$ cat config.mk
export PLATFORM = sky130hd
export DESIGN_NAME = zip_central_directory_parser
export DESIGN_NICKNAME = d
export VERILOG_FILES = /design/src/rtl/core/zcdp_pkg.sv /design/src/rtl/core/zip_central_directory_parser.sv
export SDC_FILE = /design/constraint.sdc
export NUM_CORES = 1
export LEC_CHECK = 0
export ABC_AREA = 1
export BUFFER_PORTS_ARGS = -buffer_cell sky130_fd_sc_hd__buf_2
export CORE_UTILIZATION = 60
export CTS_BUF_LIST = sky130_fd_sc_hd__clkbuf_4
export DETAILED_ROUTE_END_ITERATION = 6
export PLACE_DENSITY = 0.79
export SLEW_MARGIN = 20
export SYNTH_ARGS = -nofsm -noshare
export SYNTH_HDL_FRONTEND = slang
export SYNTH_SLANG_ARGS = --single-unit
export TNS_END_PERCENT = 100
$ cat constraint.sdc
create_clock -name i_clk -period 16.9 [get_ports i_clk]
set_clock_uncertainty 0.05 [all_clocks]
set_input_delay 0 -clock i_clk [delete_from_list [all_inputs] [get_ports i_clk]]
set_output_delay 0 -clock i_clk [all_outputs]
set_load 0.01 [all_outputs]
$ cat src/rtl/core/zcdp_pkg.sv
package zcdp_pkg;

    localparam logic [31:0] RECORD_SIG   = 32'h0201_4b50;
    localparam int          HEADER_BYTES = 46;
    localparam logic [7:0]  SLASH_CHAR   = 8'h2f;

    // byte offsets of the fixed header fields
    localparam logic [5:0] OFF_FLAGS    = 6'd8;
    localparam logic [5:0] OFF_METHOD   = 6'd10;
    localparam logic [5:0] OFF_TIME     = 6'd12;
    localparam logic [5:0] OFF_DATE     = 6'd14;
    localparam logic [5:0] OFF_CRC      = 6'd16;
    localparam logic [5:0] OFF_PACKED   = 6'd20;
    localparam logic [5:0] OFF_PLAIN    = 6'd24;
    localparam logic [5:0] OFF_NAMELEN  = 6'd28;
    localparam logic [5:0] OFF_EXTRALEN = 6'd30;
    localparam logic [5:0] OFF_COMMLEN  = 6'd32;
    localparam logic [5:0] OFF_LOCAL    = 6'd42;
    localparam logic [5:0] POS_SIG_END  = 6'd3;
    localparam logic [5:0] POS_LAST     = 6'(HEADER_BYTES - 1);

    typedef struct packed {
        logic [15:0] method;
        logic [15:0] mod_time;
        logic [15:0] mod_date;
        logic [31:0] checksum;
        logic [31:0] packed_size;
        logic [31:0] plain_size;
        logic [15:0] bit_flags;
        logic [31:0] local_offset;
        logic [15:0] name_length;
        logic        is_dir;
        logic        status;
        logic        last_entry;
    } t_result;

endpackage

$ cat src/rtl/core/zip_central_directory_parser.sv
// ZIP central directory parser.
// Input channel (i_in_valid / o_in_ready): one byte of the central directory per
// beat; i_stream_start marks the first byte of a new directory and restarts the
// parser on that byte. Output channel (o_out_valid / i_out_ready): one beat per
// record with the decoded header fields, or one error beat (status 1, last 1)
// on a bad header signature, after which bytes are dropped until the next
// stream start. Config channel (i_cfg_valid / o_cfg_ready): writes entry_count,
// always ready; write it only while the block is idle.
// Throughput: one byte per cycle while o_in_ready is high; each byte passes
// through a single layer of counter and field-register logic into the result
// register. A record's result beat is registered as its last byte is accepted.
// A two-deep output buffer (result register plus skid) keeps o_in_ready high
// while one result waits; o_in_ready drops only when both hold a result, i.e.
// when the receiver stalls across two records.
// Reset: parser halted, entry_count 0, output buffer empty; bytes without
// stream_start are ignored until a stream start arrives.
module zip_central_directory_parser
    import zcdp_pkg::*;
(
    input  logic        i_clk,
    input  logic        i_rst_n,
    input  logic        i_cfg_valid,
    output logic        o_cfg_ready,
    input  logic [15:0] i_cfg_data,
    input  logic        i_in_valid,
    output logic        o_in_ready,
    input  logic [7:0]  i_data_byte,
    input  logic        i_stream_start,
    output logic        o_out_valid,
    input  logic        i_out_ready,
    output logic [15:0] o_method,
    output logic [15:0] o_mod_time,
    output logic [15:0] o_mod_date,
    output logic [31:0] o_checksum,
    output logic [31:0] o_packed_size,
    output logic [31:0] o_plain_size,
    output logic [15:0] o_bit_flags,
    output logic [31:0] o_local_offset,
    output logic [15:0] o_name_length,
    output logic        o_is_dir,
    output logic        o_status,
    output logic        o_last_entry
);

    typedef enum logic [1:0] {
        PH_HALTED = 2'd0,
        PH_HEADER = 2'd1,
        PH_NAME   = 2'd2,
        PH_SKIP   = 2'd3
    } t_phase;

    t_phase      r_phase, n_phase;
    logic [5:0]  r_pos, n_pos;
    logic [23:0] r_sig, n_sig;
    logic [16:0] r_skip, n_skip;
    logic [7:0]  r_name_last, n_name_last;
    logic [15:0] r_done, n_done;
    logic [15:0] r_entry_count;

    logic [15:0] r_flags, n_flags, r_method, n_method, r_time, n_time, r_date, n_date;
    logic [31:0] r_crc, n_crc, r_packed, n_packed, r_plain, n_plain, r_local, n_local;
    logic [15:0] r_namelen, n_namelen, r_extralen, n_extralen, r_commlen, n_commlen;

    t_result r_out, r_skid, res;
    logic    r_out_valid, r_skid_valid;
    logic    accept_in, out_take, emit;

    assign o_cfg_ready = 1'b1;
    assign o_in_ready  = !r_skid_valid;
    assign accept_in   = i_in_valid && o_in_ready;
    assign out_take    = r_out_valid && i_out_ready;

    always_comb begin
        t_phase      e_phase;
        logic [5:0]  e_pos;
        logic [16:0] e_skip;
        logic [16:0] dec_skip;
        logic [16:0] tail_len;
        logic [7:0]  e_name_last;
        logic [15:0] e_done;
        logic        go_tail;
        logic        go_emit;
        logic        is_last;
        logic [7:0]  b;

        b = i_data_byte;
        // stream start restarts the parser on this very byte
        if (i_stream_start) begin
            e_phase     = (r_entry_count == '0) ? PH_HALTED : PH_HEADER;
            e_pos       = '0;
            e_skip      = '0;
            e_name_last = '0;
            e_done      = '0;
        end else begin
            e_phase     = r_phase;
            e_pos       = r_pos;
            e_skip      = r_skip;
            e_name_last = r_name_last;
            e_done      = r_done;
        end

        n_phase     = e_phase;
        n_pos       = e_pos;
        n_sig       = r_sig;
        n_skip      = e_skip;
        n_name_last = e_name_last;
        n_done      = e_done;
        n_flags     = r_flags;
        n_method    = r_method;
        n_time      = r_time;
        n_date      = r_date;
        n_crc       = r_crc;
        n_packed    = r_packed;
        n_plain     = r_plain;
        n_local     = r_local;
        n_namelen   = r_namelen;
        n_extralen  = r_extralen;
        n_commlen   = r_commlen;

        go_tail  = 1'b0;
        go_emit  = 1'b0;
        emit     = 1'b0;
        res      = '0;
        dec_skip = (e_skip != '0) ? e_skip - 17'd1 : e_skip;

        if (e_phase == PH_HEADER) begin
            n_sig = {b, r_sig[23:8]};
            case (e_pos)
                OFF_FLAGS:           n_flags[7:0]     = b;
                OFF_FLAGS + 6'd1:    n_flags[15:8]    = b;
                OFF_METHOD:          n_method[7:0]    = b;
                OFF_METHOD + 6'd1:   n_method[15:8]   = b;
                OFF_TIME:            n_time[7:0]      = b;
                OFF_TIME + 6'd1:     n_time[15:8]     = b;
                OFF_DATE:            n_date[7:0]      = b;
                OFF_DATE + 6'd1:     n_date[15:8]     = b;
                OFF_CRC:             n_crc[7:0]       = b;
                OFF_CRC + 6'd1:      n_crc[15:8]      = b;
                OFF_CRC + 6'd2:      n_crc[23:16]     = b;
                OFF_CRC + 6'd3:      n_crc[31:24]     = b;
                OFF_PACKED:          n_packed[7:0]    = b;
                OFF_PACKED + 6'd1:   n_packed[15:8]   = b;
                OFF_PACKED + 6'd2:   n_packed[23:16]  = b;
                OFF_PACKED + 6'd3:   n_packed[31:24]  = b;
                OFF_PLAIN:           n_plain[7:0]     = b;
                OFF_PLAIN + 6'd1:    n_plain[15:8]    = b;
                OFF_PLAIN + 6'd2:    n_plain[23:16]   = b;
                OFF_PLAIN + 6'd3:    n_plain[31:24]   = b;
                OFF_NAMELEN:         n_namelen[7:0]   = b;
                OFF_NAMELEN + 6'd1:  n_namelen[15:8]  = b;
                OFF_EXTRALEN:        n_extralen[7:0]  = b;
                OFF_EXTRALEN + 6'd1: n_extralen[15:8] = b;
                OFF_COMMLEN:         n_commlen[7:0]   = b;
                OFF_COMMLEN + 6'd1:  n_commlen[15:8]  = b;
                OFF_LOCAL:           n_local[7:0]     = b;
                OFF_LOCAL + 6'd1:    n_local[15:8]    = b;
                OFF_LOCAL + 6'd2:    n_local[23:16]   = b;
                OFF_LOCAL + 6'd3:    n_local[31:24]   = b;
                default: ;
            endcase
        end

        tail_len = 17'(n_extralen) + 17'(n_commlen);

        case (e_phase)
            PH_HEADER: begin
                if (e_pos == POS_SIG_END && {b, r_sig} != RECORD_SIG) begin
                    // bad signature: error beat, halt until next stream start
                    emit           = 1'b1;
                    res.status     = 1'b1;
                    res.last_entry = 1'b1;
                    n_phase        = PH_HALTED;
                    n_pos          = '0;
                end else if (e_pos != POS_LAST) begin
                    n_pos = e_pos + 6'd1;
                end else begin
                    n_pos       = '0;
                    n_name_last = '0;
                    if (n_namelen != '0) begin
                        n_skip  = 17'(n_namelen);
                        n_phase = PH_NAME;
                    end else begin
                        go_tail = 1'b1;
                    end
                end
            end
            PH_NAME: begin
                n_name_last = b;
                n_skip      = dec_skip;
                if (dec_skip == '0) go_tail = 1'b1;
            end
            PH_SKIP: begin
                n_skip = dec_skip;
                if (dec_skip == '0) go_emit = 1'b1;
            end
            default: ;
        endcase

        if (go_tail) begin
            if (tail_len != '0) begin
                n_skip  = tail_len;
                n_phase = PH_SKIP;
            end else begin
                go_emit = 1'b1;
            end
        end

        is_last = (17'(e_done) + 17'd1) >= 17'(r_entry_count);
        if (go_emit) begin
            emit             = 1'b1;
            res.method       = n_method;
            res.mod_time     = n_time;
            res.mod_date     = n_date;
            res.checksum     = n_crc;
            res.packed_size  = n_packed;
            res.plain_size   = n_plain;
            res.bit_flags    = n_flags;
            res.local_offset = n_local;
            res.name_length  = n_namelen;
            res.is_dir       = (n_namelen != '0) && (n_name_last == SLASH_CHAR);
            res.status       = 1'b0;
            res.last_entry   = is_last;
            n_done           = e_done + 16'd1;
            n_pos            = '0;
            n_phase          = is_last ? PH_HALTED : PH_HEADER;
        end
    end

    always_ff @(posedge i_clk) begin
        if (!i_rst_n) begin
            r_phase       <= PH_HALTED;
            r_pos         <= '0;
            r_sig         <= '0;
            r_skip        <= '0;
            r_name_last   <= '0;
            r_done        <= '0;
            r_entry_count <= '0;
            r_out_valid   <= 1'b0;
            r_skid_valid  <= 1'b0;
        end else begin
            if (i_cfg_valid) r_entry_count <= i_cfg_data;
            if (accept_in) begin
                r_phase     <= n_phase;
                r_pos       <= n_pos;
                r_sig       <= n_sig;
                r_skip      <= n_skip;
                r_name_last <= n_name_last;
                r_done      <= n_done;
            end
            if (r_skid_valid) begin
                // skid full: input stalled, drain skid into the result register
                if (out_take) begin
                    r_out        <= r_skid;
                    r_skid_valid <= 1'b0;
                end
            end else if (!r_out_valid || out_take) begin
                r_out_valid <= accept_in && emit;
                if (accept_in && emit) r_out <= res;
            end else if (accept_in && emit) begin
                r_skid       <= res;
                r_skid_valid <= 1'b1;
            end
        end
    end

    always_ff @(posedge i_clk) begin
        if (accept_in) begin
            r_flags    <= n_flags;
            r_method   <= n_method;
            r_time     <= n_time;
            r_date     <= n_date;
            r_crc      <= n_crc;
            r_packed   <= n_packed;
            r_plain    <= n_plain;
            r_local    <= n_local;
            r_namelen  <= n_namelen;
            r_extralen <= n_extralen;
            r_commlen  <= n_commlen;
        end
    end

    assign o_out_valid    = r_out_valid;
    assign o_method       = r_out.method;
    assign o_mod_time     = r_out.mod_time;
    assign o_mod_date     = r_out.mod_date;
    assign o_checksum     = r_out.checksum;
    assign o_packed_size  = r_out.packed_size;
    assign o_plain_size   = r_out.plain_size;
    assign o_bit_flags    = r_out.bit_flags;
    assign o_local_offset = r_out.local_offset;
    assign o_name_length  = r_out.name_length;
    assign o_is_dir       = r_out.is_dir;
    assign o_status       = r_out.status;
    assign o_last_entry   = r_out.last_entry;

    a_skid_behind_out: assert property (@(posedge i_clk) disable iff (!i_rst_n)
        r_skid_valid |-> r_out_valid)
        else $error("skid holds a beat while result register is empty");

    a_error_is_last: assert property (@(posedge i_clk) disable iff (!i_rst_n)
        (o_out_valid && o_status) |-> (o_last_entry && o_name_length == '0))
        else $error("error beat not marked last or carries fields");

    a_halt_after_last: assert property (@(posedge i_clk) disable iff (!i_rst_n)
        (accept_in && emit && res.last_entry) |=> (r_phase == PH_HALTED))
        else $error("parser still running after last beat");

    a_skid_on_stall: assert property (@(posedge i_clk) disable iff (!i_rst_n)
        $rose(r_skid_valid) |-> $past(r_out_valid && !i_out_ready))
        else $error("skid filled without a receiver stall");

endmodule

==> flow_summary.ini <==
[yosys]
synth_mux_area_share_pct = 0
synth_compound_area_share_pct = 9.30
async_reset_ff_share_pct = 0
yosys.area_share.xor_xnor_pct = 0.660
synth_cells = 3548
synth_fa_ha_area_share_pct = 1.47
synth_top_family_by_area = simple AND/OR/NAND/NOR gates
yosys-top-cells-area = edfxtp_1 (58%), nand2_1 (10%), dfxtp_1 (5.3%)
yosys_warnings = 0
syn_area_mm2 = 0.0345
yosys_most_used_dff = edfxtp_1
synth_top_cell_area_share_pct = 57.6
synth-simple-area-share_pct = 18.0
ys_types = 47
syn_avg_cell_area_um2 = 9.73
ys_seq_area_share_pct = 62.9
synth_edf_count = 662
synth_seq_cells = 753
yosys.area.top_type = edfxtp_1
syn_nets = 3618

[setup_path]
setup.worst_path.end_class = flip-flop
path_max_fanout = 74
slowest_delay_ps = 940
critical_path_required_ps = 17470
startpoint_type = flip-flop
crit_path_top_delay_cell = buf_4
worstSetupPathType = flip-flop to flip-flop
arrival_ps = 9970
crit_top_cell = inv_1

[cts]
htreeDepth = 4
clk_latency_ps = 1050
path_clk_slew_ps = 70
clockRootBuffer = clkbuf_4
cts_tree = done
cts_max_path_buffers = 3
cts_buffers = 185
numClockSinks = 753

[global_route]
grt_pass1_wl_mm = 134
grt-ovfl-total = 0
grt_max_degree = 213
antenna_found_initial = 3
grt_pass1_vias = 25400
grt_usage_pct = 29.1

[timing]
clock.fmax_ghz = 0.106
finalSetupViolations = 0
rsz0062_at_grt = false
finalMaxSlewViolations = 0
finalCriticalPeriod_ps = 9390
max-slew-margin-rel_pct = 26.3
report.final.hold_viol_count = 0
tightest_slew_ps = 1110
finalSetupTns_ps = 0
timing.final.crit_share_pct = 55.6

[power]
power_density_mw_per_mm2 = 94.7
power_leakage_nw = 15.6
ir_drop_uv = 54.9

[floorplanning]
die_w_um = 242
core-area_mm2 = 0.0566
initial_core_util_pct = 61.0
boundaryPins = 244
die_area_mm2 = 0.0585
rows = 87
die_h_um = 242

[min_path]
hold_path.class = primary input to flip-flop

[final_layout]
area_growth_pct = 13.9
nets = 3989
fillers = 4181
post-route-util_pct = 69.5
drive_gt1_share_pct = 17.2
fin_cells = 4806

[placed_design]
dpl.cell_count = 4395
dpl.hpwl_mm = 50.2
gp_congestion = 0.903
portBuffers = 242

[status]
status = complete, but fails checks
violations = DRC

[route]
vias = 26200
wl_mm = 84.6
drc = 1
routed_via_density = 5.46
wl_per_cell_um = 17.6
dr.pass1.iters = 7
final_antenna_net_count = 0
drt_iter0_drc = 2613

[job]
maxCapViolCount = 0
==> cell type report <==
cell class / count / area, µm² / area share [%]
well taps: 756 / 946 / 2.41
flip-flops and latches: 753 / 21700 / 55.2
diodes: 4 / 10.0 / 0.0255
multi-input cells: 2138 / 10200 / 25.9
inverters: 476 / 1800 / 4.57
clock buffers: 271 / 2030 / 5.17
clock inverters: 43 / 256 / 0.652
repair buffers: 365 / 2380 / 6.05
==> synthesized netlist by cell type, types with 3 or more instances <==
| library cell | number |
|---|---|
| a211oi_1 | 3 |
| a21o_1 | 3 |
| a21oi_1 | 178 |
| buf_1 | 8 |
| buf_2 | 8 |
| buf_4 | 4 |
| buf_6 | 22 |
| clkbuf_1 | 137 |
| dfxtp_1 | 91 |
| edfxtp_1 | 662 |
| ha_1 | 39 |
| inv_1 | 471 |
| nand2_1 | 937 |
| nand2_2 | 38 |
| nand3_1 | 167 |
| nand3b_1 | 6 |
| nand4_1 | 23 |
| nor2_1 | 181 |
| nor2_2 | 74 |
| nor3_1 | 15 |
| nor4_1 | 13 |
| o21a_1 | 59 |
| o21ai_0 | 226 |
| o21ai_1 | 123 |
| or2_2 | 9 |
| xnor2_1 | 9 |
| xor2_1 | 17 |
==> power by group <==
part / total (mW) / leakage [nW] / internal, mW / switching (mW)
clock: 1.48 / 1.37 / 0.763 / 0.720
combinational: 0.206 / 8.43 / 0.0648 / 0.141
sequential: 2.03 / 5.85 / 2.02 / 0.00968
==> cells in the final DEF, fill, tap and decap left out, types with 12 or more instances in the layout <==
cell type,Yosys,routed
buf_2,8,242
a21oi_1,178,177
nand2_2,38,38
nand4_1,23,23
nor3_1,15,14
buf_4,4,29
inv_1,471,469
xor2_1,17,17
nor2_2,74,77
nand3_1,167,167
nor4_1,13,12
nand2_1,937,937
o21ai_0,226,226
clkinv_1,2,31
clkbuf_4,0,271
edfxtp_1,662,662
ha_1,39,39
o21a_1,59,59
o21ai_1,123,123
nor2_1,181,177
dfxtp_1,91,90
dlygate4sd3_1,0,93
==> path summary, 6_finish.rpt <==
kind,start,endpoint,slack [ps],depth (start not counted)
max,r_phase[1]$_SDFFE_PN0P_,r_skid[152]$_DFFE_PP_,7510,28
min,i_data_byte[6],r_time[14]$_DFFE_PP_,140,4
min reg2reg,r_sig[0]$_SDFFE_PN0P_,r_sig[0]$_SDFFE_PN0P_,420,2
max reg2reg,r_phase[1]$_SDFFE_PN0P_,r_skid[152]$_DFFE_PP_,7510,28
==> flip-flops by register name, indices dropped and copies added, names as in the netlist, 17 cells and up <==
signal          count
r_sig              24
o_packed_size      32
o_checksum         32
r_plain            32
r_packed           32
r_skid            211
o_plain_size       32
o_local_offset     32
r_local            32
r_crc              32
r_skip             17
==> metal layers <==
metal / track usage (%) / share of wire [%] / vias to the layer above
met2: 47.3 / 48 / 1144
met5: 0 / 0 / -
met4: 12.7 / 3.5 / 0
li1: - / - / 12600
met1: 38.2 / 41 / 12300
met3: 5.87 / 7.3 / 241
==> worst max-delay path, delay by kind of cell, from the launching register on <==
kind | cells | cell delay, ps
DFF | 1 | 310
buffers and inverters | 8 | 3280
and+or+nand+nor | 15 | 3570
AOI/OAI and AO/OA | 1 | 520
adders and majority gates | 3 | 940
xor gates and xnor gates | 1 | 140
==> logic make-up (layout without fill, tap and decap cells) <==
| logic type | Yosys count | count (layout) |
|---|---|---|
| buffers and inverters | 657 | 1155 |
| DFF | 753 | 753 |
| AOI/OAI and AO/OA | 603 | 603 |
| and+or+nand+nor | 1468 | 1468 |
| other | 1 | 5 |
| adders and majority gates | 40 | 40 |
| xor gates and xnor gates | 26 | 26 |
==> metrics by stage <==
step | hold slack [ps] | instance area, µm² | total power, mW | setup slack (ps)
after floorplan | 84.9 | 34500 | 2.21 | 1500
after global placement | 184 | 36100 | 2.25 | 7870
after detailed placement | 185 | 36100 | 2.25 | 7380
after CTS | 29.8 | 39300 | 3.74 | 7670
after global routing | 126 | 39300 | 3.86 | 6780
final | 141 | 39300 | 3.72 | 7510
==> timing repair <==
action,CTS,global route
hold buffers,93,0
resized for setup,0,0
hold endpoints to repair,468,0
setup buffers,0,0
(Power assumes the default switching activity.)
